<file path="src/sv/scqg_pkg.sv">
// Shared constants and types of the scissor clip quad generator.
package scqg_pkg;

	localparam int COORD_BITS_DEF  = 16;
	localparam int UV_BITS_DEF     = 16;
	localparam int QUEUE_DEPTH     = 4;
	localparam int CLIP_SIZE_BITS  = 15;
	localparam int EDGE_BITS       = 10;
	localparam int CFG_INDEX_BITS  = 3;
	localparam int QUADS_PER_REQ   = 4;

	localparam logic [CLIP_SIZE_BITS-1:0] CLIP_SIZE_RESET = 15'h7fff;
	localparam logic [EDGE_BITS-1:0]      EDGE_RESET      = 10'd16;

	typedef enum logic [CFG_INDEX_BITS-1:0] {
		REG_CLIP_ENABLE    = 3'd0,
		REG_CLIP_LEFT      = 3'd1,
		REG_CLIP_TOP       = 3'd2,
		REG_CLIP_WIDTH     = 3'd3,
		REG_CLIP_HEIGHT    = 3'd4,
		REG_EDGE_THICKNESS = 3'd5
	} cfg_reg_e;

	typedef enum logic {
		OP_QUAD    = 1'b0,
		OP_OUTLINE = 1'b1
	} op_e;

	typedef struct packed {
		logic                      clip_enable;
		logic [CLIP_SIZE_BITS-1:0] clip_width;
		logic [CLIP_SIZE_BITS-1:0] clip_height;
		logic [EDGE_BITS-1:0]      edge_thickness;
	} cfg_ctrl_t;

endpackage

</file>
<file path="src/sv/scqg_fifo.sv">
// Small register queue between the request front end and the UV back end.
module scqg_fifo import scqg_pkg::*; #(
	parameter int WIDTH = 8,
	parameter int DEPTH = QUEUE_DEPTH
) (
	input  logic             clk,
	input  logic             arst_n,
	input  logic             wr_valid,
	output logic             wr_ready,
	input  logic [WIDTH-1:0] wr_data,
	output logic             rd_valid,
	input  logic             rd_ready,
	output logic [WIDTH-1:0] rd_data
);

	localparam int PW = (DEPTH > 1) ? $clog2(DEPTH) : 1;
	localparam int CW = $clog2(DEPTH + 1);

	logic [WIDTH-1:0] mem_q [DEPTH];
	logic [PW-1:0]    wr_ptr_q, rd_ptr_q;
	logic [CW-1:0]    count_q;
	logic             do_wr, do_rd;

	assign wr_ready = (count_q != CW'(DEPTH));
	assign rd_valid = (count_q != '0);
	assign rd_data  = mem_q[rd_ptr_q];
	assign do_wr    = wr_valid && wr_ready;
	assign do_rd    = rd_valid && rd_ready;

	always_ff @(posedge clk) begin
		if (do_wr) begin
			mem_q[wr_ptr_q] <= wr_data;
		end
	end

	always_ff @(posedge clk or negedge arst_n) begin
		if (!arst_n) begin
			wr_ptr_q <= '0;
			rd_ptr_q <= '0;
			count_q  <= '0;
		end else begin
			if (do_wr) begin
				wr_ptr_q <= (wr_ptr_q == PW'(DEPTH - 1)) ? '0 : wr_ptr_q + 1'b1;
			end
			if (do_rd) begin
				rd_ptr_q <= (rd_ptr_q == PW'(DEPTH - 1)) ? '0 : rd_ptr_q + 1'b1;
			end
			if (do_wr && !do_rd) begin
				count_q <= count_q + 1'b1;
			end else if (do_rd && !do_wr) begin
				count_q <= count_q - 1'b1;
			end
		end
	end

endmodule

</file>
<file path="config.mk">
export PLATFORM = sky130hd
export DESIGN_NAME = scqg_fifo
export DESIGN_NICKNAME = d
export VERILOG_FILES = /design/src/sv/scqg_pkg.sv /design/src/sv/scqg_fifo.sv
export SDC_FILE = /design/constraint.sdc
export NUM_CORES = 1
export LEC_CHECK = 0
export CORE_UTILIZATION = 54
export CTS_CLUSTER_SIZE = 25
export DETAILED_ROUTE_END_ITERATION = 8
export DONT_BUFFER_PORTS = 1
export GPL_TIMING_DRIVEN = 1
export PLACE_DENSITY = 0.77
export SYNTH_ARGS = -nofsm -noshare
export SYNTH_HDL_FRONTEND = slang
export SYNTH_SLANG_ARGS = --single-unit
</file>
<file path="constraint.sdc">
create_clock -name clk -period 2.5 [get_ports clk]
set_clock_uncertainty 0.1 [all_clocks]
set_input_delay 0.25 -clock clk [delete_from_list [all_inputs] [get_ports clk]]
set_output_delay 0.25 -clock clk [all_outputs]
set_load 0.01 [all_outputs]
</file>
==> flow_metrics.env <==
export IMPL_avgSynthCellArea_um2=20.4
export IMPL_grt_max_degree=13
export IMPL_drive_gt1_frac=0.290
export IMPL_synthToLayoutAreaGrowth_pct=10.9
export IMPL_timing_final_ws_setup_ns=0.158
export IMPL_clk_pin_slew_ns=0.10
export IMPL_via_per_inst=5.81
export IMPL_antenna_found_initial=0
export IMPL_powerDensity_mw_per_mm2=1080
export IMPL_tightest_slew_ns=0.589
export IMPL_path_max_fanout=4
export IMPL_fin_util=0.636
export IMPL_cts_setup_buffers=0
export IMPL_worst_setup_path_end_kind="register"
export IMPL_wl_mm=2.28
export IMPL_drc_errors=0
export IMPL_hold_class="input port to register"
export IMPL_drtPass1Iterations=3
export IMPL_synth_seq_cells=39
export IMPL_slew_headroom=0.607
export IMPL_via_count=721
export IMPL_p_leak_nw=0.638
export IMPL_root_buffer="clkbuf_4"
export IMPL_finalCritPeriodShare=0.937
export IMPL_chipWidth_um=56.3
export IMPL_ios=22
export IMPL_cts_tree="yes"
export IMPL_coreArea_mm2=0.00278
export IMPL_place_area_mm2=0.00162
export IMPL_outcome="finished, final reports clean"
export IMPL_cpPeakStageDelay_ns=0.52
export IMPL_cts_resized=0
export IMPL_fp_dieArea_mm2=0.00317
export IMPL_vdd_ir_drop_max_mv=0.751
export IMPL_synth_flop_cell="edfxtp_1"
export IMPL_fin_tns_setup_ns=0
export IMPL_ant_nets=0
export IMPL_fin_area_mm2=0.00177
export IMPL_io_buffer_count=0
export IMPL_syn_cell_area_mm2=0.00159
export IMPL_fin_nets=111
export IMPL_path_delay_family="simple AND/OR/NAND/NOR gates"
export IMPL_critPathLaunchType="register"
export IMPL_fmax_ghz=0.427
export IMPL_yosysUniqueCellTypes=18
export IMPL_yosysSeqAreaShare=0.713
export IMPL_cts_sinks=39
export IMPL_maxCapViolCount=0
export IMPL_grt_pass1_vias=747
export IMPL_use_met1=0.205
export IMPL_crit_slowest_cell="or3_2"
export IMPL_clk_latency_ns=0.33
export IMPL_fp_row_count=19
export IMPL_dp_hpwl_mm=1.51
export IMPL_hold_violations=0
export IMPL_yosysTopAreaCell="edfxtp_1"
export IMPL_crit_chain="or3_2 > nand2_1 > ha_1 > inv_1 > fa_1 > xor2_1 > nor2_1 > xor2_1"
export IMPL_cts_inserted_buffers=5
export IMPL_grtUsageTotal=0.167
export IMPL_grt_overflow_total=0
export IMPL_met2_usage=0.255
export IMPL_async_flop_share=0.179
export IMPL_setup_violations=0
export IMPL_drt_iter0_markers=15
export IMPL_yosysWarningCount=0
export IMPL_h_tree_depth=2
export IMPL_gp_congestion=0.644
export IMPL_synth_area_leaders="edfxtp_1, mux4_2, dfrtp_1, ha_1, mux2_2"
export IMPL_rsz0062_at_grt="false"
export IMPL_post_place_ws_ns=0.163
export IMPL_synthTopCellsByCount="edfxtp_1, mux4_2, dfrtp_1"
export IMPL_critical_path_class="register to register"
export IMPL_fin_crit_ns=2.34
export IMPL_slew_violations=0
export IMPL_grt_first_pass_wirelength_mm=3.67
export IMPL_wl_per_cell_um=18.4
export IMPL_die_height_um=56.3
export IMPL_cpMostUsedCell="xor2_1"
export IMPL_synth_fp_nets=97
export IMPL_cts_buffer_depth=2
export IMPL_synth_edf_count=32
export IMPL_initial_core_util=0.573
export IMPL_busiest_layer="met2"
export IMPL_critPathBufInv=1
export IMPL_crit_arrival_ns=2.51
export IMPL_diodes=0
export IMPL_synth_cells=78
export IMPL_post_synth_top_count_cell="edfxtp_1"
export IMPL_worstPathRequired_ns=2.66
export IMPL_cts_hold_buf=9
export IMPL_yosysTopAreaCellShare=0.603
export IMPL_use_met3=0.0714
power breakdown:
| group | total, mW | internal [mW] | switching, mW |
|---|---|---|---|
| registers | 1.02 | 0.878 | 0.143 |
| logic | 0.585 | 0.317 | 0.268 |
| clock network | 0.304 | 0.109 | 0.195 |
| total | 1.91 | 1.30 | 0.606 |
registers in the layout, summed over array words and instances, names as in the netlist:
register	flops
count_q	3
rd_ptr_q	2
mem_q	32
wr_ptr_q	2
placed cells by master (no fill, tap or decap), drive strengths merged, types with 2 or more instances in the layout:
cell / instances
dlygate4sd3: 9
clkbuf: 6
dfrtp: 7
and3: 4
xor2: 2
inv: 3
mux4: 8
nor2: 3
ha: 6
mux2: 5
edfxtp: 32
kinds of logic after synthesis:
group	after synthesis	share of synthesized area
XOR/XNOR	3	0.0165
adder cells (fa/ha/maj)	7	0.0597
buffers and inverters	5	0.0126
flip-flops	39	0.713
multiplexers	13	0.153
AND/OR/NAND/NOR	11	0.0455
per-layer routing:
layer	share of wire	vias to the layer above	wire length, µm
li1	-	331	-
met1	0.44	368	995
met4	0.022	0	50
met5	0	-	0
met3	0.050	5	113
met2	0.49	17	1120
cell type report:
type | count | area, µm²
sequential | 39 | 1140
fill | 187 | 1010
multi-input combinational | 34 | 438
timing repair buffer | 9 | 90.1
clock buffer | 6 | 41.3
tap | 31 | 38.8
clock inverter | 2 | 12.5
inverter | 3 | 11.3
per-stage QoR:
step | hold WS, ns | std cells | power, mW
after floorplan | -0.146 | 78 | 1.50
after global placement | -0.145 | 107 | 1.59
after detailed placement | -0.145 | 107 | 1.62
after CTS | 0.0806 | 124 | 1.94
after global routing | 0.0953 | 124 | 2.03
final | 0.106 | 124 | 1.91
final timing paths:
| kind | startpoint | endpoint | slack (ns) | cells after the start |
|---|---|---|---|---|
| min in group asynchronous | arst_n | wr_ptr_q[0] | 0.14 | 1 |
| worst min-delay path | rd_ready | rd_ptr_q[1] | 0.11 | 2 |
| worst max register to register | count_q[0] | count_q[2] | 0.16 | 8 |
| worst max-delay path | count_q[0] | count_q[2] | 0.16 | 8 |
| worst min register to register | count_q[2] | count_q[2] | 0.39 | 1 |
| max in group asynchronous | arst_n | count_q[2] | 1.92 | 1 |
Note: power is estimated with default switching activity, not from simulation.
