[config.mk]
export PLATFORM = sky130hd
export DESIGN_NAME = scqg_back
export DESIGN_NICKNAME = d
export VERILOG_FILES = /design/src/sv/scqg_pkg.sv /design/src/sv/scqg_back.sv
export SDC_FILE = /design/constraint.sdc
export NUM_CORES = 2
export LEC_CHECK = 0
export BUFFER_PORTS_ARGS = -buffer_cell sky130_fd_sc_hd__buf_2
export CAP_MARGIN = 20
export CORE_ASPECT_RATIO = 0.6
export CORE_MARGIN = 2
export CORE_UTILIZATION = 59
export DETAILED_ROUTE_END_ITERATION = 10
export PLACE_DENSITY = 0.91
export SYNTH_ARGS = -nofsm -noshare
export SYNTH_HDL_FRONTEND = slang
export SYNTH_SLANG_ARGS = --single-unit
[constraint.sdc]
create_clock -name clk -period 12.35 [get_ports clk]
set_input_delay 1.235 -clock clk [delete_from_list [all_inputs] [get_ports clk]]
set_output_delay 1.235 -clock clk [all_outputs]
set_load 0.02 [all_outputs]
[src/sv/scqg_pkg.sv]
// Shared constants and types of the scissor clip quad generator.
package scqg_pkg;

	localparam int COORD_BITS_DEF  = 16;
	localparam int UV_BITS_DEF     = 16;
	localparam int QUEUE_DEPTH     = 4;
	localparam int CLIP_SIZE_BITS  = 15;
	localparam int EDGE_BITS       = 10;
	localparam int CFG_INDEX_BITS  = 3;
	localparam int QUADS_PER_REQ   = 4;

	localparam logic [CLIP_SIZE_BITS-1:0] CLIP_SIZE_RESET = 15'h7fff;
	localparam logic [EDGE_BITS-1:0]      EDGE_RESET      = 10'd16;

	typedef enum logic [CFG_INDEX_BITS-1:0] {
		REG_CLIP_ENABLE    = 3'd0,
		REG_CLIP_LEFT      = 3'd1,
		REG_CLIP_TOP       = 3'd2,
		REG_CLIP_WIDTH     = 3'd3,
		REG_CLIP_HEIGHT    = 3'd4,
		REG_EDGE_THICKNESS = 3'd5
	} cfg_reg_e;

	typedef enum logic {
		OP_QUAD    = 1'b0,
		OP_OUTLINE = 1'b1
	} op_e;

	typedef struct packed {
		logic                      clip_enable;
		logic [CLIP_SIZE_BITS-1:0] clip_width;
		logic [CLIP_SIZE_BITS-1:0] clip_height;
		logic [EDGE_BITS-1:0]      edge_thickness;
	} cfg_ctrl_t;

endpackage

[src/sv/scqg_back.sv]
// Quad back end: texture coordinate remap with an iterative divider and output register.
module scqg_back import scqg_pkg::*; #(
	parameter int COORD_BITS = COORD_BITS_DEF,
	parameter int UV_BITS    = UV_BITS_DEF
) (
	input  logic                                         clk,
	input  logic                                         arst_n,
	input  logic                                         q_valid,
	output logic                                         q_ready,
	input  logic [10*COORD_BITS+4*UV_BITS:0]             q_data,
	output logic                                         m_tvalid,
	input  logic                                         m_tready,
	output logic [((4*COORD_BITS+4*UV_BITS+7)/8)*8-1:0]  m_tdata,
	output logic                                         m_tlast
);

	localparam int C       = COORD_BITS;
	localparam int U       = UV_BITS;
	localparam int EW      = 10*C + 4*U + 1;
	localparam int OW      = ((4*C + 4*U + 7) / 8) * 8;
	localparam int STEPS   = 4;
	localparam int DIV_CYC = (U + STEPS - 1) / STEPS;
	localparam int QW      = DIV_CYC * STEPS;
	localparam int CNTW    = $clog2(DIV_CYC);
	localparam int LANES   = 4;

	typedef enum logic [1:0] {S_IDLE, S_MUL, S_DIV, S_FIN} state_t;

	state_t          state_q;
	logic [EW-1:0]   e_q;
	logic [C-1:0]    rem_q [LANES];
	logic [QW-1:0]   quo_q [LANES];
	logic [CNTW-1:0] cnt_q;
	logic            out_valid_q;
	logic [OW-1:0]   out_data_q;
	logic            out_last_q;

	logic [EW-1:0]   src;
	logic [U-1:0]    la [LANES];
	logic [U-1:0]    lb [LANES];
	logic [U-1:0]    lm [LANES];
	logic [C-1:0]    ld [LANES];
	logic [C-1:0]    lw [LANES];
	logic [U-1:0]    triv_res [LANES];
	logic [U-1:0]    div_res [LANES];
	logic [C-1:0]    rem_nx [LANES];
	logic [QW-1:0]   quo_nx [LANES];
	logic [C+QW-1:0] prod [LANES];
	logic [LANES-1:0] triv;
	logic            all_triv, out_free, pop, load;

	assign src      = (state_q == S_IDLE) ? q_data : e_q;
	assign out_free = !out_valid_q || m_tready;
	assign q_ready  = (state_q == S_IDLE) && (all_triv ? out_free : 1'b1);
	assign pop      = q_valid && q_ready;
	assign load     = ((state_q == S_IDLE) && pop && all_triv) ||
	                  ((state_q == S_FIN) && out_free);

	// Lanes in output order: u at clipped left, v at clipped top, u at
	// clipped right, v at clipped bottom.
	always_comb begin
		for (int i = 0; i < LANES; i++) begin
			la[i] = src[10*C + (i % 2)*U +: U];
			lb[i] = src[10*C + (2 + i % 2)*U +: U];
			ld[i] = src[(4 + i)*C +: C];
			lw[i] = src[(8 + i % 2)*C +: C];
			lm[i] = (lb[i] >= la[i]) ? lb[i] - la[i] : la[i] - lb[i];
			triv[i] = (lm[i] == '0) || (ld[i] == '0) || (ld[i] == lw[i]);
			triv_res[i] = (ld[i] == lw[i]) ? lb[i] : la[i];
			prod[i] = (C+QW)'(ld[i]) * (C+QW)'(lm[i]);
		end
	end
	assign all_triv = &triv;

	// Restoring division, several quotient bits per cycle. The remainder
	// always stays below the divisor, so it needs only the divisor's width.
	always_comb begin
		logic [C:0]    r;
		logic [C-1:0]  rm;
		logic [QW-1:0] qo;
		for (int i = 0; i < LANES; i++) begin
			rm = rem_q[i];
			qo = quo_q[i];
			for (int k = 0; k < STEPS; k++) begin
				r  = {rm, qo[QW-1]};
				qo = {qo[QW-2:0], 1'b0};
				if (r >= {1'b0, lw[i]}) begin
					r     = r - {1'b0, lw[i]};
					qo[0] = 1'b1;
				end
				rm = r[C-1:0];
			end
			rem_nx[i] = rm;
			quo_nx[i] = qo;
		end
	end

	always_comb begin
		logic [U:0] qv;
		logic [U:0] sum;
		for (int i = 0; i < LANES; i++) begin
			qv = (U+1)'(quo_q[i][U-1:0]) + (U+1)'({rem_q[i], 1'b0} >= {1'b0, lw[i]});
			sum = (lb[i] >= la[i]) ? (U+1)'(la[i]) + qv : (U+1)'(la[i]) - qv;
			div_res[i] = sum[U-1:0];
		end
	end

	always_ff @(posedge clk or negedge arst_n) begin
		if (!arst_n) begin
			state_q     <= S_IDLE;
			out_valid_q <= 1'b0;
			cnt_q       <= '0;
		end else begin
			if (load) begin
				out_valid_q <= 1'b1;
			end else if (m_tready) begin
				out_valid_q <= 1'b0;
			end
			case (state_q)
				S_IDLE: begin
					if (pop) begin
						if (all_triv) begin
							out_last_q  <= src[EW-1];
							out_data_q  <= OW'({triv_res[3], triv_res[2], triv_res[1],
							                   triv_res[0], src[4*C-1:0]});
						end else begin
							e_q     <= q_data;
							state_q <= S_MUL;
						end
					end
				end
				S_MUL: begin
					for (int i = 0; i < LANES; i++) begin
						rem_q[i] <= prod[i][C+QW-1:QW];
						quo_q[i] <= prod[i][QW-1:0];
					end
					cnt_q   <= '0;
					state_q <= S_DIV;
				end
				S_DIV: begin
					for (int i = 0; i < LANES; i++) begin
						rem_q[i] <= rem_nx[i];
						quo_q[i] <= quo_nx[i];
					end
					cnt_q <= cnt_q + 1'b1;
					if (cnt_q == CNTW'(DIV_CYC - 1)) begin
						state_q <= S_FIN;
					end
				end
				S_FIN: begin
					if (out_free) begin
						out_last_q  <= src[EW-1];
						out_data_q  <= OW'({div_res[3], div_res[2], div_res[1],
						                   div_res[0], src[4*C-1:0]});
						state_q     <= S_IDLE;
					end
				end
				default: state_q <= S_IDLE;
			endcase
		end
	end

	assign m_tvalid = out_valid_q;
	assign m_tdata  = out_data_q;
	assign m_tlast  = out_last_q;

endmodule

==> metrics.csv <==
metric;value;unit
grt.total_usage;0.388;
cts_hold_buffers;0;
cp_common_cell;buf_4;
min_path_type;in -> async;
syn-instance-count;8501;
ios;360;
hold_viol_final;0;
ys.flop_type;edfxtp_1;
fp-row-count;102;
max_freq;82.2;MHz
die-area;0.132;sq mm
wirelength;262000;microns
syn_to_final_growth;10.1;%
die_x;468;microns
final_cell_area;0.0841;sq mm
period_needed;12170;ps
status;complete, no violations;
hpwl;207000;microns
arrival;12540;ps
skew;45.0;ps
via_count;67880;
clock-root-buffer;clkbuf_16;
dpl_cell_area;0.0818;sq mm
insertion_delay;690;ps
first_iter_violations;9035;
port_buffers;359;
initial_utilization;0.593;
worst_setup_path_start_kind;register;
cts.sinks;487;
grt_pass1_vias;66386;
pre_cts_ws;-66.6;ps
antenna_found_initial;17;
fin_setup_tns;0;ps
htree_num_levels;2;
synth_edf_count;482;
synth_area;0.0764;sq mm
ys_ff_latch;487;
viasPerCell;6.35;
hold_slack;465;ps
setup_viol;0;
seq_area_frac_synth;0.191;
fill_cells;10036;
ys_types;95;
final_nets;10753;
critPathMaxFanout;19;
crit_slowest_cell;o21ai_0;
drive_gt1_frac;0.129;
drv_cap;0;
syn_avg_cell_area;8.98;sq um
cts_tree;yes;
async_reset_ff_frac;0.0103;
syn_nets;10333;
numCtsBuffers;54;
crit_type;reg -> reg;
globalplace.congestion;1.04;
clk_pin_slew_worst_paths;70;ps
slew_viol_final;0;
maxSlewHeadroom;0.195;
grt_pass1_wl;394000;microns
critical_path.max_stage_delay;510;ps
yosys_warnings;0;
wl_per_cell;24.5;microns
ant_nets;0;
cts_buffer_depth;3;
grt.overflow.total;0;
critical_path_required;12730;ps
finalCritPeriodShare;0.985;
grt_max_degree;125;
setup_ws;185;ps
critPathCaptureType;register;
drtPass1Iterations;9;
die_y;283;microns
drc;0;
worst_pin_slew;1210;ps
core-area;0.129;sq mm
[worst paths after layout]
path,slack [ps],cells past startpoint,to,from
max,180,50,rem_q[1][8],state_q[0]
min,470,1,m_tvalid,arst_n
max reg2reg,180,50,rem_q[1][8],state_q[0]
min reg2reg,550,1,m_tdata[36],e_q[36]
max in group asynchronous,11620,1,state_q[0],arst_n
min in group clk,550,1,m_tdata[36],e_q[36]
[critical path: cells and delay by family, from the launching register on]
kind | cells | cell delay [ps]
AOI/OAI and AO/OA | 15 | 3220
and+or+nand+nor | 14 | 2760
buffers and inverters | 11 | 2340
adders and majority gates | 5 | 1710
muxes | 5 | 1320
DFF | 1 | 440
[Yosys cell counts, drive strengths merged (220+ instances only)]
cell type,count,share of area
xnor2,417,0.048
o21ai,377,0.025
a21oi,472,0.031
edfxtp,482,0.19
ha,803,0.13
mux2i,220,0.029
clkbuf,257,0.013
inv,1120,0.055
fa,800,0.21
mux2,259,0.038
nor2,713,0.035
nand2,1001,0.049
[stage by stage]
stage	util	std cells
after floorplan	-	8501
after global placement	0.635	10560
after detailed placement	0.635	10562
after CTS	0.650	10663
after global routing	0.653	10689
final	0.653	10696
[state kept, by name, summed over array words and instances, names as in the netlist]
name and flops:
e_q 225, m_tdata 128, quo_q 64, rem_q 64, cnt_q 2, state_q 2, m_tlast 1, m_tvalid 1
[cells by family after synthesis]
group           Yosys count  share of synthesized area
compound gates         1469                      0.120
flops                   487                      0.191
fa+ha+maj              1613                      0.343
buf+inv                1427                     0.0708
mux                     479                     0.0673
simple gates           2465                      0.144
xor+xnor                561                     0.0643
[layout make-up]
cell class	instances	area (sq um)	share of cell area
well taps	1716	2150	0.0255
flip-flops and latches	487	14600	0.174
clock inverters	41	508	0.00604
multi-input cells	6587	56900	0.676
diodes	14	35.0	0.000417
clock buffers	60	1390	0.0166
repair buffers	671	4320	0.0514
inverters	1120	4200	0.0500
[cells in the final DEF (no fill, tap or decap), types with 14 or more instances in the layout]
master     netlist  layout
a21o_1         141     141
and2_1          61      59
nand3_1        116     116
o21a_1          79      78
a21oi_1        471     467
and3_1          55      53
o211ai_1        34      34
xor2_1         144     135
inv_1         1118    1118
mux2_2         256     256
nor4_1          35      31
mux2i_1        217     187
nand2_1       1001     999
a31oi_1         39      38
o21ai_0        373     367
diode_2          0      14
nand4_1         82      82
a211o_1         17      17
buf_4            3     297
buf_2           20     359
or3_1           41      41
ha_1           803     798
fa_1           800     800
edfxtp_1       482     482
o31a_1          22      22
nor2_1         713     711
xnor2_1        417     405
o21bai_1        67      67
nor2b_1         87      87
nor3_1          83      81
o31ai_1         41      37
clkbuf_16        0      55
mux2i_2          2      29
a211oi_1        42      40
nand2b_1       121     121
[metal layers]
| metal | global-route usage | share of wire |
|---|---|---|
| met4 | 0.118 | 0.034 |
| met2 | 0.530 | 0.39 |
| met5 | 0.00325 | 0.00019 |
| met3 | 0.159 | 0.17 |
| met1 | 0.557 | 0.40 |
[what timing repair did]
item	CTS	global route
gates resized for setup	3	48
cloned	0	2
setup buffers	0	10
endpoints found under the setup margin	19	68
pin swaps	0	5
Power is not shown: default switching activity piles up to over one toggle a cycle in this logic, so the estimate is an artifact.
