$ cat src/sv/scqg_pkg.sv
// Shared constants and types of the scissor clip quad generator.
package scqg_pkg;

	localparam int COORD_BITS_DEF  = 16;
	localparam int UV_BITS_DEF     = 16;
	localparam int QUEUE_DEPTH     = 4;
	localparam int CLIP_SIZE_BITS  = 15;
	localparam int EDGE_BITS       = 10;
	localparam int CFG_INDEX_BITS  = 3;
	localparam int QUADS_PER_REQ   = 4;

	localparam logic [CLIP_SIZE_BITS-1:0] CLIP_SIZE_RESET = 15'h7fff;
	localparam logic [EDGE_BITS-1:0]      EDGE_RESET      = 10'd16;

	typedef enum logic [CFG_INDEX_BITS-1:0] {
		REG_CLIP_ENABLE    = 3'd0,
		REG_CLIP_LEFT      = 3'd1,
		REG_CLIP_TOP       = 3'd2,
		REG_CLIP_WIDTH     = 3'd3,
		REG_CLIP_HEIGHT    = 3'd4,
		REG_EDGE_THICKNESS = 3'd5
	} cfg_reg_e;

	typedef enum logic {
		OP_QUAD    = 1'b0,
		OP_OUTLINE = 1'b1
	} op_e;

	typedef struct packed {
		logic                      clip_enable;
		logic [CLIP_SIZE_BITS-1:0] clip_width;
		logic [CLIP_SIZE_BITS-1:0] clip_height;
		logic [EDGE_BITS-1:0]      edge_thickness;
	} cfg_ctrl_t;

endpackage

$ cat src/sv/scqg_front.sv
// Request front end: outline expansion, emptiness and scissor tests, quad issue.
module scqg_front import scqg_pkg::*; #(
	parameter int COORD_BITS = COORD_BITS_DEF,
	parameter int UV_BITS    = UV_BITS_DEF
) (
	input  logic                                   clk,
	input  logic                                   arst_n,
	input  logic                                   s_tvalid,
	output logic                                   s_tready,
	input  logic [((4*COORD_BITS+4*UV_BITS+7)/8)*8-1:0] s_tdata,
	input  logic                                   s_tuser,
	input  cfg_ctrl_t                              cfg,
	input  logic [COORD_BITS-1:0]                  clip_left,
	input  logic [COORD_BITS-1:0]                  clip_top,
	output logic                                   q_valid,
	input  logic                                   q_ready,
	output logic [10*COORD_BITS+4*UV_BITS:0]       q_data
);

	localparam int C  = COORD_BITS;
	localparam int U  = UV_BITS;
	localparam int WW = ((C > CLIP_SIZE_BITS) ? C : CLIP_SIZE_BITS) + 2;
	localparam logic signed [WW-1:0] CMAX = WW'((64'sd1 <<< (C - 1)) - 64'sd1);
	localparam logic signed [WW-1:0] CMIN = -CMAX - WW'(1);

	function automatic logic signed [WW-1:0] sat(input logic signed [WW-1:0] v);
		logic signed [WW-1:0] r;
		if (v < CMIN) begin
			r = CMIN;
		end else if (v > CMAX) begin
			r = CMAX;
		end else begin
			r = v;
		end
		return r;
	endfunction

	logic                 busy_s1;
	logic                 op_s1;
	logic signed [C-1:0]  l_s1, t_s1, r_s1, b_s1;
	logic [U-1:0]         u0_s1, v0_s1, u1_s1, v1_s1;
	logic [QUADS_PER_REQ-1:0] sent_q;

	logic signed [WW-1:0] el, et, er, eb, th, sl, st, sr, sb;
	logic signed [WW-1:0] tin, bin, lin, rin;
	logic signed [WW-1:0] qx0 [QUADS_PER_REQ];
	logic signed [WW-1:0] qy0 [QUADS_PER_REQ];
	logic signed [WW-1:0] qx1 [QUADS_PER_REQ];
	logic signed [WW-1:0] qy1 [QUADS_PER_REQ];
	logic signed [WW-1:0] cx0 [QUADS_PER_REQ];
	logic signed [WW-1:0] cy0 [QUADS_PER_REQ];
	logic signed [WW-1:0] cx1 [QUADS_PER_REQ];
	logic signed [WW-1:0] cy1 [QUADS_PER_REQ];
	logic [QUADS_PER_REQ-1:0] surv, live, rem, pick;
	logic [1:0]           sel;
	logic                 is_last, push_ok, done_now, accept, outline;
	logic [U-1:0]         uu0, vv0, uu1, vv1;

	assign el  = WW'(l_s1);
	assign et  = WW'(t_s1);
	assign er  = WW'(r_s1);
	assign eb  = WW'(b_s1);
	assign th  = $signed({{(WW-EDGE_BITS){1'b0}}, cfg.edge_thickness});
	assign sl  = WW'($signed(clip_left));
	assign st  = WW'($signed(clip_top));
	assign sr  = sl + $signed({{(WW-CLIP_SIZE_BITS){1'b0}}, cfg.clip_width});
	assign sb  = st + $signed({{(WW-CLIP_SIZE_BITS){1'b0}}, cfg.clip_height});
	assign tin = sat(et + th);
	assign bin = sat(eb - th);
	assign lin = sat(el + th);
	assign rin = sat(er - th);
	assign outline = (op_s1 == OP_OUTLINE);

	always_comb begin
		qx0[0] = el;  qy0[0] = et;  qx1[0] = er;  qy1[0] = outline ? tin : eb;
		qx0[1] = el;  qy0[1] = bin; qx1[1] = er;  qy1[1] = eb;
		qx0[2] = el;  qy0[2] = tin; qx1[2] = lin; qy1[2] = bin;
		qx0[3] = rin; qy0[3] = tin; qx1[3] = er;  qy1[3] = bin;
		for (int i = 0; i < QUADS_PER_REQ; i++) begin
			cx0[i] = (cfg.clip_enable && sl > qx0[i]) ? sl : qx0[i];
			cy0[i] = (cfg.clip_enable && st > qy0[i]) ? st : qy0[i];
			cx1[i] = (cfg.clip_enable && sr < qx1[i]) ? sr : qx1[i];
			cy1[i] = (cfg.clip_enable && sb < qy1[i]) ? sb : qy1[i];
			surv[i] = (qx1[i] > qx0[i]) && (qy1[i] > qy0[i]) &&
			          (cx1[i] > cx0[i]) && (cy1[i] > cy0[i]);
		end
	end

	// An outline whose outer rectangle is empty gives nothing, even where an
	// edge quad on its own would not be empty.
	assign live = outline ? (((er > el) && (eb > et)) ? 4'b1111 : 4'b0000) : 4'b0001;
	assign rem  = busy_s1 ? (surv & live & ~sent_q) : '0;

	always_comb begin
		if (rem[0]) begin
			sel = 2'd0;
		end else if (rem[1]) begin
			sel = 2'd1;
		end else if (rem[2]) begin
			sel = 2'd2;
		end else begin
			sel = 2'd3;
		end
	end

	assign pick     = 4'b0001 << sel;
	assign is_last  = ((rem & ~pick) == '0);
	assign q_valid  = (rem != '0);
	assign push_ok  = q_valid && q_ready;
	assign done_now = busy_s1 && ((rem == '0) || (push_ok && is_last));
	assign s_tready = !busy_s1 || done_now;
	assign accept   = s_tvalid && s_tready;

	assign uu0 = outline ? '0 : u0_s1;
	assign vv0 = outline ? '0 : v0_s1;
	assign uu1 = outline ? '0 : u1_s1;
	assign vv1 = outline ? '0 : v1_s1;

	always_comb begin
		logic signed [WW-1:0] wx, wy, dx0, dy0, dx1, dy1;
		wx  = qx1[sel] - qx0[sel];
		wy  = qy1[sel] - qy0[sel];
		dx0 = cx0[sel] - qx0[sel];
		dy0 = cy0[sel] - qy0[sel];
		dx1 = cx1[sel] - qx0[sel];
		dy1 = cy1[sel] - qy0[sel];
		q_data = {is_last, vv1, uu1, vv0, uu0,
		          wy[C-1:0], wx[C-1:0], dy1[C-1:0], dx1[C-1:0], dy0[C-1:0], dx0[C-1:0],
		          cy1[sel][C-1:0], cx1[sel][C-1:0], cy0[sel][C-1:0], cx0[sel][C-1:0]};
	end

	always_ff @(posedge clk) begin
		if (accept) begin
			op_s1 <= s_tuser;
			l_s1  <= s_tdata[0*C +: C];
			t_s1  <= s_tdata[1*C +: C];
			r_s1  <= s_tdata[2*C +: C];
			b_s1  <= s_tdata[3*C +: C];
			u0_s1 <= s_tdata[4*C +: U];
			v0_s1 <= s_tdata[4*C+U +: U];
			u1_s1 <= s_tdata[4*C+2*U +: U];
			v1_s1 <= s_tdata[4*C+3*U +: U];
		end
	end

	always_ff @(posedge clk or negedge arst_n) begin
		if (!arst_n) begin
			busy_s1 <= 1'b0;
			sent_q  <= '0;
		end else begin
			if (accept) begin
				busy_s1 <= 1'b1;
				sent_q  <= '0;
			end else if (done_now) begin
				busy_s1 <= 1'b0;
			end else if (push_ok) begin
				sent_q <= sent_q | pick;
			end
		end
	end

endmodule

$ cat config.mk
export PLATFORM = sky130hd
export DESIGN_NAME = scqg_front
export DESIGN_NICKNAME = d
export VERILOG_FILES = /design/src/sv/scqg_pkg.sv /design/src/sv/scqg_front.sv
export SDC_FILE = /design/constraint.sdc
export NUM_CORES = 1
export LEC_CHECK = 0
export BUFFER_PORTS_ARGS = -buffer_cell sky130_fd_sc_hd__buf_2
export CAP_MARGIN = 0
export CORE_MARGIN = 8
export CORE_UTILIZATION = 25
export DETAILED_ROUTE_END_ITERATION = 10
export PLACE_DENSITY = 0.41
export RECOVER_POWER = 25
export SLEW_MARGIN = 15
export SYNTH_ARGS = -nofsm -noshare
export SYNTH_HDL_FRONTEND = slang
export SYNTH_SLANG_ARGS = --single-unit
$ cat constraint.sdc
create_clock -name clk -period 19.75 [get_ports clk]
set_clock_uncertainty 0.15 [all_clocks]
set_input_delay 3.95 -clock clk [delete_from_list [all_inputs] [get_ports clk]]
set_output_delay 3.95 -clock clk [all_outputs]
set_load 0.01 [all_outputs]
==> results.sh <==
export IMPL_port_buffers=432
export IMPL_syn2layout_area_growth_pct=27.1
export IMPL_core_um2=101000
export IMPL_post_synth_top_area_cell="ha_1"
export IMPL_crit_arrival_ns=14.92
export IMPL_peakVddDrop_uv=184
export IMPL_io_pins=433
export IMPL_numCtsBuffers=17
export IMPL_finish_net_count=4555
export IMPL_wl_per_cell_um=24.8
export IMPL_final_antenna_net_count=0
export IMPL_dieArea_um2=113000
export IMPL_whs_path_depth=1
export IMPL_post_route_period_util_pct=96.3
export IMPL_clock_sinks=134
export IMPL_clk_pin_slew_ns=0.06
export IMPL_cp_end_kind="output port"
export IMPL_async_reset_ff_share_pct=3.73
export IMPL_pwr_share_comb_pct=84.3
export IMPL_reg2reg_slack_ns=7.52
export IMPL_crit_top_cell="buf_4"
export IMPL_place_congestion=1.02
export IMPL_antenna_found_initial=32
export IMPL_gr_usage_met1_pct=29.4
export IMPL_setup_viol=0
export IMPL_cts_htree_levels=4
export IMPL_total_power_uw=4880
export IMPL_hold_path_class="flop to flop"
export IMPL_row_count=117
export IMPL_clk_root_buffer_cell="clkbuf_16"
export IMPL_grt_overflow_total=0
export IMPL_slew_headroom_pct=22.2
export IMPL_slew_violations=0
export IMPL_cts_hold_buf=0
export IMPL_use_met3_pct=4.30
export IMPL_crit_path_max_fanout=26
export IMPL_p_seq_share_pct=8.4
export IMPL_detail_route_iter0_violations=2125
export IMPL_die_h_um=335
export IMPL_clockBufferDepth=2
export IMPL_pre_cts_ws_ns=0.207
export IMPL_synthCells=3121
export IMPL_r2r_cells=45
export IMPL_cts_tree="built"
export IMPL_p_int_uw=2330
export IMPL_p_sw_uw=2550
export IMPL_min_period_ns=19.02
export IMPL_timing_final_ws_setup_ns=0.727
export IMPL_insertion_delay_ns=0.48
export IMPL_synth_seq_area_share_pct=15.7
export IMPL_power_density_nw_per_um2=150
export IMPL_max_stage_delay_ns=0.57
export IMPL_grt_pass1_vias=26100
export IMPL_yosysWarningCount=0
export IMPL_grt_first_pass_wirelength_mm=182
export IMPL_setup_tns_ns=0
export IMPL_dieWidth_um=335
export IMPL_grtUsageTotal_pct=21.9
export IMPL_num_vias=26600
export IMPL_crit_slowest_cell="nor2_2"
export IMPL_crit_required_ns=15.65
export IMPL_syn_area_um2=25500
export IMPL_final_common_cell="ha_1"
export IMPL_pwr_share_clk_pct=7.3
export IMPL_synthTopCellsByArea="ha_1 (26%), edfxtp_1 (15%), mux2i_1 (5.6%), a21oi_1 (5.5%), inv_1 (3.9%)"
export IMPL_use_met2_pct=35.5
export IMPL_layout_common_cells="ha_1 (536), buf_2 (429), buf_4 (298)"
export IMPL_top_usage_layer="met2"
export IMPL_drt_pass1_iter_count=5
export IMPL_vias_per_cell=5.12
export IMPL_hold_violations=0
export IMPL_synth_top_area_share_pct=26.3
export IMPL_fillCellCount=11000
export IMPL_drc_errors=0
export IMPL_final_layout_size_suffix_gt1_share_pct=23.9
export IMPL_p_leak_uw=0.0161
export IMPL_post_dp_hpwl_mm=108
export IMPL_synth_flop_cell="edfxtp_1"
export IMPL_synth_fp_nets=3876
export IMPL_synth_seq_cells=134
export IMPL_wirelength_mm=129
export IMPL_syn_avg_cell_area_um2=8.17
export IMPL_run_status="completed"
export IMPL_max_freq_mhz=52.6
export IMPL_tightestPinTransition_ns=1.17
export IMPL_start_util_pct=25.1
export IMPL_ys_types=105
export IMPL_grt_max_degree=130
export IMPL_synth_edff_count=129
export IMPL_path_class="input port to output port"
export IMPL_max_cap_violations=0
export IMPL_start_kind="input port"
export IMPL_power_switching_share_pct=52.3
## per-layer routing
layer / up-vias / wire length [um] / share of wire [%]
met2: 1049 / 57700 / 45
met4: 14 / 4060 / 3.2
li1: 12800 / - / -
met3: 185 / 9550 / 7.4
met5: - / 91 / 0.071
met1: 12500 / 57100 / 44
## stage by stage
step	area (um2)	hold slack, ns	instances	util, %
after floorplan	25500	0.341	3121	-
after detailed placement	31500	0.428	5142	31.0
after global placement	31500	0.425	5142	31.0
after CTS	32100	0.438	5174	31.7
final	32400	0.430	5192	32.0
after global routing	32400	0.454	5182	31.9
## cells in the mapped netlist (11+ instances only)
master / number
mux2_2: 45
inv_1: 262
o31ai_1: 11
a211o_1: 13
o21ai_0: 190
edfxtp_1: 129
nand2b_1: 34
and3_1: 20
nand2_1: 217
fa_1: 12
o211ai_1: 23
a21boi_0: 19
nor2_1: 252
nand4_1: 63
xnor2_1: 97
a21oi_1: 280
ha_1: 537
nor3_1: 31
o21bai_1: 21
and2_1: 16
nor4_1: 17
clkbuf_1: 59
a21o_1: 119
nand3_1: 45
a211oi_1: 21
xor2_1: 41
o21a_1: 39
nor2b_1: 118
mux2i_1: 144
a31oi_1: 18
## critical path, delay by kind of cell
| family | cells | cell delay [ns] |
|---|---|---|
| AO/OA/AOI/OAI | 24 | 4.66 |
| AND/OR/NAND/NOR | 9 | 2.28 |
| buffers and inverters | 12 | 2.08 |
| adder cells (fa/ha/maj) | 5 | 1.59 |
| multiplexers | 1 | 0.28 |
## final timing paths
path                                 from          to
worst max-delay path               cfg[1]  q_data[94]
worst min-delay path            sent_q[3]   sent_q[3]
worst max register to register    r_s1[0]     b_s1[1]
worst min register to register  sent_q[3]   sent_q[3]
max in group asynchronous          arst_n   sent_q[2]
min in group asynchronous          arst_n   sent_q[3]
## final cells by class
type	count	area (um2)	share of cell area [%]
multi-input cells	2637	20500	63.1
well taps	1368	1710	5.28
flip-flops and latches	134	4000	12.3
inverters	268	1010	3.12
clock inverters	15	195	0.602
clock buffers	17	425	1.31
repair buffers	742	4610	14.2
diodes	11	27.5	0.0849
## cell families (layout without fill, tap and decap cells)
logic type	after synthesis	in the layout	synth area share (%)
AOI/OAI and AO/OA	878	878	22.0
and+or+nand+nor	870	870	16.8
adders and majority gates	559	559	27.7
buffers and inverters	350	1042	5.26
muxes	192	192	7.81
xor gates and xnor gates	138	138	4.74
DFF	134	134	15.7
other	0	11	0
## state kept, by name (all words and copies together), names as in the netlist
signal / flops
busy_s1: 1
u1_s1: 16
sent_q: 4
u0_s1: 16
v1_s1: 16
v0_s1: 16
b_s1: 16
t_s1: 16
op_s1: 1
l_s1: 16
r_s1: 16
## power by group through the flow
stage          sequential, uW  clock [uW]  combinational [uW]
4_1_cts                   411         370                4090
3_5_place_dp              416           0                4060
3_3_place_gp              417           0                4090
5_1_grt                   414         378                4520
6_report                  412         356                4110
2_1_floorplan             387           0                2330
## timing repair
item | 4_1_cts | 5_1_grt
resized for setup | 0 | 65
buffers inserted | 0 | 6
setup endpoints to repair | 0 | 29
Note: power is estimated with default switching activity, not from simulation.
